[src/hdl/atfp_pkg.sv]
// Package with the constants and types of the ASCII telemetry frame parser.
`timescale 1ns / 1ps

package atfp_pkg;

    localparam int MAX_FIELDS = 6;
    localparam int FIELD_COUNT_DEFAULT = 6;
    localparam int VALUE_WIDTH = 10;
    localparam int POS_WIDTH = 6;
    localparam int GROUP_WIDTH = 3;

    localparam logic [7:0] HDR_FIRST = 8'd86;
    localparam logic [7:0] HDR_SECOND = 8'd105;
    localparam logic [7:0] ASCII_ZERO = 8'd48;
    localparam logic [7:0] ASCII_NINE = 8'd57;

    localparam logic [POS_WIDTH-1:0] FIRST_FRAME_POS = 6'd2;

    typedef logic [VALUE_WIDTH-1:0] value_t;

    typedef struct packed {
        value_t [MAX_FIELDS-1:0] values;
        logic                    format_error;
    } result_t;

endpackage

[src/hdl/atfp_parser.sv]
// Header hunt, frame position counter and digit accumulators of the frame parser.
`timescale 1ns / 1ps

module atfp_parser #(
    parameter int FIELD_COUNT = atfp_pkg::FIELD_COUNT_DEFAULT
) (
    input  logic              clk,
    input  logic              rst_n,
    input  logic              accept,
    input  logic [7:0]        rx_byte,
    output logic              result_valid,
    output atfp_pkg::result_t result
);

    localparam int LAST_OFFSET = 8 * (FIELD_COUNT - 1) + 6;

    logic                                            saw_v_reg;
    logic                                            saw_v_next;
    logic                                            in_frame_reg;
    logic                                            in_frame_next;
    logic [atfp_pkg::POS_WIDTH-1:0]                  position_reg;
    logic [atfp_pkg::POS_WIDTH-1:0]                  position_next;
    atfp_pkg::value_t [atfp_pkg::MAX_FIELDS-1:0]     values_reg;
    atfp_pkg::value_t [atfp_pkg::MAX_FIELDS-1:0]     values_next;
    atfp_pkg::value_t [atfp_pkg::MAX_FIELDS-1:0]     values_upd;
    logic                                            digit_error_reg;
    logic                                            digit_error_next;
    logic                                            error_upd;
    logic [atfp_pkg::GROUP_WIDTH-1:0]                grp;
    logic [2:0]                                      slot;
    logic                                            capture;
    logic                                            is_digit;
    logic [3:0]                                      digit;

    assign grp = position_reg[atfp_pkg::POS_WIDTH-1:3];
    assign slot = position_reg[2:0];
    assign capture = (slot == 3'd3) || (slot == 3'd5) || (slot == 3'd6);
    assign is_digit = (rx_byte >= atfp_pkg::ASCII_ZERO) && (rx_byte <= atfp_pkg::ASCII_NINE);
    assign digit = is_digit ? 4'(rx_byte - atfp_pkg::ASCII_ZERO) : 4'd0;

    // On a capture position the current group's field is multiplied by ten and the digit added, modulo the field width.
    always_comb
    begin
        values_upd = values_reg;
        error_upd = digit_error_reg;
        if (capture)
        begin
            for (int k = 0; k < atfp_pkg::MAX_FIELDS; k++)
            begin
                if ((k < FIELD_COUNT) && (grp == atfp_pkg::GROUP_WIDTH'(k)))
                begin
                    values_upd[k] = atfp_pkg::VALUE_WIDTH'({values_reg[k], 3'b000})
                                  + atfp_pkg::VALUE_WIDTH'({values_reg[k], 1'b0})
                                  + atfp_pkg::VALUE_WIDTH'(digit);
                end
            end
            if (!is_digit)
            begin
                error_upd = 1'b1;
            end
        end
    end

    always_comb
    begin
        saw_v_next = saw_v_reg;
        in_frame_next = in_frame_reg;
        position_next = position_reg;
        values_next = values_reg;
        digit_error_next = digit_error_reg;
        result_valid = 1'b0;
        if (accept)
        begin
            if (!in_frame_reg)
            begin
                if (saw_v_reg && (rx_byte == atfp_pkg::HDR_SECOND))
                begin
                    in_frame_next = 1'b1;
                    saw_v_next = 1'b0;
                    position_next = atfp_pkg::FIRST_FRAME_POS;
                    values_next = '0;
                    digit_error_next = 1'b0;
                end
                else
                begin
                    saw_v_next = (rx_byte == atfp_pkg::HDR_FIRST);
                end
            end
            else
            begin
                values_next = values_upd;
                digit_error_next = error_upd;
                if (position_reg >= atfp_pkg::POS_WIDTH'(LAST_OFFSET))
                begin
                    result_valid = 1'b1;
                    in_frame_next = 1'b0;
                    saw_v_next = 1'b0;
                    position_next = '0;
                end
                else
                begin
                    position_next = position_reg + 1'b1;
                end
            end
        end
    end

    always_comb
    begin
        for (int k = 0; k < atfp_pkg::MAX_FIELDS; k++)
        begin
            result.values[k] = (k < FIELD_COUNT) ? values_upd[k] : '0;
        end
        result.format_error = error_upd;
    end

    always_ff @(posedge clk or negedge rst_n)
    begin
        if (!rst_n)
        begin
            saw_v_reg <= 1'b0;
            in_frame_reg <= 1'b0;
            position_reg <= '0;
            values_reg <= '0;
            digit_error_reg <= 1'b0;
        end
        else
        begin
            saw_v_reg <= saw_v_next;
            in_frame_reg <= in_frame_next;
            position_reg <= position_next;
            values_reg <= values_next;
            digit_error_reg <= digit_error_next;
        end
    end

endmodule

[src/hdl/ascii_telemetry_frame_parser_top.sv]
// A finished frame's result is registered in the output or skid register.
// Throughput: one byte per cycle while in_stall is low; the parser itself never stalls.
// A two-entry output stage (result register plus skid register) keeps bytes flowing
// while a result waits; in_stall rises only when both entries are full.
// Reset (rst_n, asynchronous, active low) returns the parser to header hunting with
// cleared accumulators and empties the output stage.
`timescale 1ns / 1ps

module ascii_telemetry_frame_parser_top #(
    parameter int FIELD_COUNT = atfp_pkg::FIELD_COUNT_DEFAULT
) (
    input  logic       clk,
    input  logic       rst_n,
    input  logic       in_valid,
    output logic       in_stall,
    input  logic [7:0] rx_byte,
    output logic       out_valid,
    input  logic       out_stall,
    output logic [9:0] input_voltage,
    output logic [9:0] output_voltage,
    output logic [9:0] input_power,
    output logic [9:0] input_current,
    output logic [9:0] output_current,
    output logic [9:0] reference_power,
    output logic       format_error
);

    logic              in_accept;
    logic              out_accept;
    logic              res_valid;
    atfp_pkg::result_t res;
    logic              out_valid_reg;
    logic              out_valid_next;
    atfp_pkg::result_t out_data_reg;
    atfp_pkg::result_t out_data_next;
    logic              skid_valid_reg;
    logic              skid_valid_next;
    atfp_pkg::result_t skid_data_reg;
    atfp_pkg::result_t skid_data_next;

    assign in_stall = skid_valid_reg;
    assign in_accept = in_valid && !skid_valid_reg;
    assign out_accept = out_valid_reg && !out_stall;

    atfp_parser #(
        .FIELD_COUNT (FIELD_COUNT)
    ) u_parser (
        .clk          (clk),
        .rst_n        (rst_n),
        .accept       (in_accept),
        .rx_byte      (rx_byte),
        .result_valid (res_valid),
        .result       (res)
    );

    // A new result goes to the output register when it is free or being emptied,
    // otherwise to the skid register until the output transaction completes.
    always_comb
    begin
        out_valid_next = out_valid_reg;
        out_data_next = out_data_reg;
        skid_valid_next = skid_valid_reg;
        skid_data_next = skid_data_reg;
        if (out_accept)
        begin
            out_valid_next = skid_valid_reg;
            out_data_next = skid_data_reg;
            skid_valid_next = 1'b0;
        end
        if (res_valid)
        begin
            if (!out_valid_reg || out_accept)
            begin
                out_valid_next = 1'b1;
                out_data_next = res;
            end
            else
            begin
                skid_valid_next = 1'b1;
                skid_data_next = res;
            end
        end
    end

    always_ff @(posedge clk or negedge rst_n)
    begin
        if (!rst_n)
        begin
            out_valid_reg <= 1'b0;
            skid_valid_reg <= 1'b0;
        end
        else
        begin
            out_valid_reg <= out_valid_next;
            skid_valid_reg <= skid_valid_next;
        end
    end

    always_ff @(posedge clk)
    begin
        out_data_reg <= out_data_next;
        skid_data_reg <= skid_data_next;
    end

    assign out_valid = out_valid_reg;
    assign input_voltage = out_data_reg.values[0];
    assign output_voltage = out_data_reg.values[1];
    assign input_power = out_data_reg.values[2];
    assign input_current = out_data_reg.values[3];
    assign output_current = out_data_reg.values[4];
    assign reference_power = out_data_reg.values[5];
    assign format_error = out_data_reg.format_error;

endmodule
[config.mk]
export PLATFORM = sky130hd
export DESIGN_NAME = ascii_telemetry_frame_parser_top
export DESIGN_NICKNAME = d
export VERILOG_FILES = /design/src/hdl/atfp_pkg.sv /design/src/hdl/atfp_parser.sv /design/src/hdl/ascii_telemetry_frame_parser_top.sv
export SDC_FILE = /design/constraint.sdc
export NUM_CORES = 1
export LEC_CHECK = 0
export BUFFER_PORTS_ARGS = -buffer_cell sky130_fd_sc_hd__buf_2
export CORE_ASPECT_RATIO = 1.4
export CORE_MARGIN = 2
export CORE_UTILIZATION = 55
export DETAILED_ROUTE_END_ITERATION = 6
export PLACE_DENSITY = 0.79
export SETUP_SLACK_MARGIN = 0.2
export SYNTH_ARGS = -nofsm -noshare
export SYNTH_HDL_FRONTEND = slang
export SYNTH_HIERARCHICAL = 1
export SYNTH_SLANG_ARGS = --single-unit
[constraint.sdc]
create_clock -name clk -period 3.6 [get_ports clk]
set_clock_uncertainty 0.15 [all_clocks]
set_input_delay 0.72 -clock clk [delete_from_list [all_inputs] [get_ports clk]]
set_output_delay 0.72 -clock clk [all_outputs]
set_load 0.03 [all_outputs]
==> summary.md <==
| Metric | Value |
|---|---|
| CTS Root Cell | `clkbuf_16` |
| Sw Ratio | `35.97%` |
| Max VDD drop | `490.0 uV` |
| Die X | `127.9 um` |
| Final core occ | `67.09%` |
| Core region area | `21130 um2` |
| Cell Int Power | `5.281 mW` |
| Port bufs | `74` |
| Worst R2R End | `output_current[6]` |
| PwrDens | `582.0 nW/um2` |
| Final period utilization | `98.89%` |
| YS warnings | `6` |
| Kind of critical path | `in2reg` |
| Fin. max-slew vios | `0` |
| RR Startpoint | `u_parser/position_reg[0]` |
| Tightest Hold Check Type | `in2async` |
| Flops & latches, synth | `193` |
| GRT Util Overall | `24.99%` |
| Routed vias | `9304` |
| Number of flops mapped to enable cells by yosys | `61` |
| Router iterations before antenna repair | `5` |
| CP startpoint kind | `primary input` |
| Hold Violations, Final | `0` |
| Comb power frac | `42.3%` |
| Crit path time final | `3.560 ns` |
| Seq/Total Area, Yosys | `40.86%` |
| Clock network power share | `23.5%` |
| RSZ-0062 raised after global routing | `yes` |
| Area of the die | `22690 um2` |
| R2R depth | `9` |
| Final Routed Wirelength | `28420 um` |
| Async SR Flop Fraction | `36.79%` |
| Height of the die | `177.4 um` |
| CP Data Required Time | `3.76 ns` |
| Lkg Pwr | `6.005 nW` |
| # IOs | `75` |
| R2r setup slk | `0.59 ns` |
| Max_slew headroom | `37.67%` |
| Final setup vio count | `0` |
| CTS tree | `built` |
| Antenna diodes | `0` |
| Drt wl/cell | `18.82 um` |
| CTS Buf Count | `17` |
| Crit path DAT | `3.72 ns` |
| Area after DPL | `13000 um2` |
| Clk sink count | `193` |
| CP Max Fanout | `3` |
| H-tree levels | `4` |
| Final worst slack | `0.03984 ns` |
| CP startpoint | `rx_byte[7]` |
| Pwr Total | `8.248 mW` |
| Layout area overhead | `19.91%` |
| Primary FF master, synth | `dfrtp_1` |
| Synth unique cells | `64` |
| Hold slack | `0.1316 ns` |
| CTS clock-pin slew for the worst setup and hold paths | `0.07 ns` |
| Fmax achieved | `0.2809 GHz` |
| Num rows | `63` |
| Clock Path Buffers | `2` |
| Most common cell after layout, fill and taps aside | `nand2_1` |
| Post-Synthesis Cell Area | `11820 um2` |
| Initial Utilization | `55.95%` |
| Cells after synthesis | `1126` |
| Commonest non-fill, non-tap cells in the layout | `nand2_1 (117), o21ai_0 (84), o211ai_1 (71), buf_2 (71), dfrtp_1 (70)` |
| CP Capture Type | `flip-flop` |
| Post-route ant nets | `0` |
| GPL Wtd Cong | `0.8762` |
| Max-cap viol count | `0` |
| Final HPWL DP | `18840 um` |
| Largest net degree at the start of global routing | `112` |
| DRC viols | `0` |
| Fin nets | `1342` |
| Syn Area/Cell | `10.50 um2` |
| Share of cells above drive strength 1 | `33.76%` |
| Initial drt markers | `531` |
| First-pass GRT wire length | `45440 um` |
| Max FFs per register | `61` |
| Slew at the pin closest to its max-slew limit | `0.9350 ns` |
| Sequential Power Share | `34.2%` |
| Vias in the first global route | `9282` |
| Vias per Instance | `6.162` |
| Final Instance Area | `14170 um2` |
| Dpl ws | `-0.4738 ns` |
| Crit path to | `input_voltage[8]` |
| Syn Nets | `1231` |
| Status | `finished, final reports clean` |
| Antenna violations before repair | `0` |
| Fillers | `1550` |
| Clk_lat worst skew | `0.45 ns` |
| Grt ovf | `0` |
| Switching power | `2.967 mW` |
## critical path, cell delays in order
cell	delay, ns
buf_6	0.09
buf_6	0.11
nor4b_4	0.35
nand2_4	0.10
buf_4	0.15
fa_1	0.51
inv_2	0.06
fa_2	0.38
a211oi_2	0.22
o21bai_1	0.09
a21oi_1	0.16
xnor2_1	0.10
mux2_4	0.28
nand2b_4	0.15
o211ai_1	0.10
o211ai_1	0.14
## power groups by stage
stage	logic [mW]	clock network, mW	registers [mW]
global route	3.78	2.04	2.85
floorplan	2.26	0	2.78
finish	3.48	1.94	2.82
global placement	2.86	0	2.84
detailed placement	2.93	0	2.85
CTS	3.13	1.97	2.80
## cells by family (layout without fill, tap and decap cells)
kind of cell / after synthesis / in the layout / synth area share (%)
compound gates: 385 / 385 / 24.35
simple gates: 265 / 265 / 11.73
flops: 193 / 193 / 40.86
fa+ha+maj: 93 / 93 / 10.61
buf+inv: 93 / 217 / 4.330
xor+xnor: 53 / 53 / 3.928
mux: 44 / 44 / 4.192
## how the worst min path moves through the flow
stage / end / from / cells past startpoint / slack, ns
CTS: u_parser/values_reg[6] / rst_n / 1 / 0.14
global placement: u_parser/values_reg[49] / u_parser/values_reg[49] / 2 / 0.31
finish: u_parser/values_reg[6] / rst_n / 1 / 0.13
floorplan: async pin / rst_n / 0 / 0.27
global route: u_parser/values_reg[6] / rst_n / 1 / 0.17
detailed placement: u_parser/values_reg[49] / u_parser/values_reg[49] / 2 / 0.32
## Yosys cell counts, types with 20 or more instances
library cell    n  share of area (%)
nand2_1       118                3.7
o21ai_0       108                4.6
ha_1           81                8.6
dfrtp_1        71                 15
o211ai_1       71                4.5
nand2b_1       64                3.4
dfxtp_1        61                 10
edfxtp_1       61                 15
o211ai_2       54                5.7
mux2_2         44                4.2
xnor2_1        33                2.4
a21oi_1        29                1.2
a22o_1         29                2.1
inv_1          27               0.86
nor2_1         25               0.79
buf_2          24                1.0
xor2_1         20                1.5
## routing by layer
metal | up-vias | routed length [um] | global-route usage [%]
met5 | - | 0 | 0
met2 | 200 | 15250 | 45.10
li1 | 4414 | - | -
met4 | 0 | 958 | 11.95
met1 | 4620 | 11320 | 29.07
met3 | 70 | 893 | 3.377
## metrics by stage
stage          std cells  TNS (ns)
2_1_floorplan       1126    -1.036
3_3_place_gp        1459    -10.01
3_5_place_dp        1459    -14.66
4_1_cts             1503         0
5_1_grt             1510   -0.7196
6_report            1510         0
## cell type report
class / instances / area (um2) / share of cell area [%]
clock buffer: 18 / 439.2 / 3.099
clock inverter: 14 / 153.9 / 1.086
inverter: 28 / 105.1 / 0.7416
multi-input combinational: 840 / 7197 / 50.78
sequential: 193 / 4831 / 34.09
tap: 260 / 325.3 / 2.295
timing repair buffer: 157 / 1121 / 7.910
## what timing repair did
| item | CTS | global route |
|---|---|---|
| setup buffers | 12 | 7 |
| hold buffers | 0 | 0 |
| pin swaps | 39 | 50 |
| endpoints found under the setup margin | 25 | 41 |
| gates resized for setup | 37 | 58 |
Note: power is estimated with default switching activity, not from simulation.
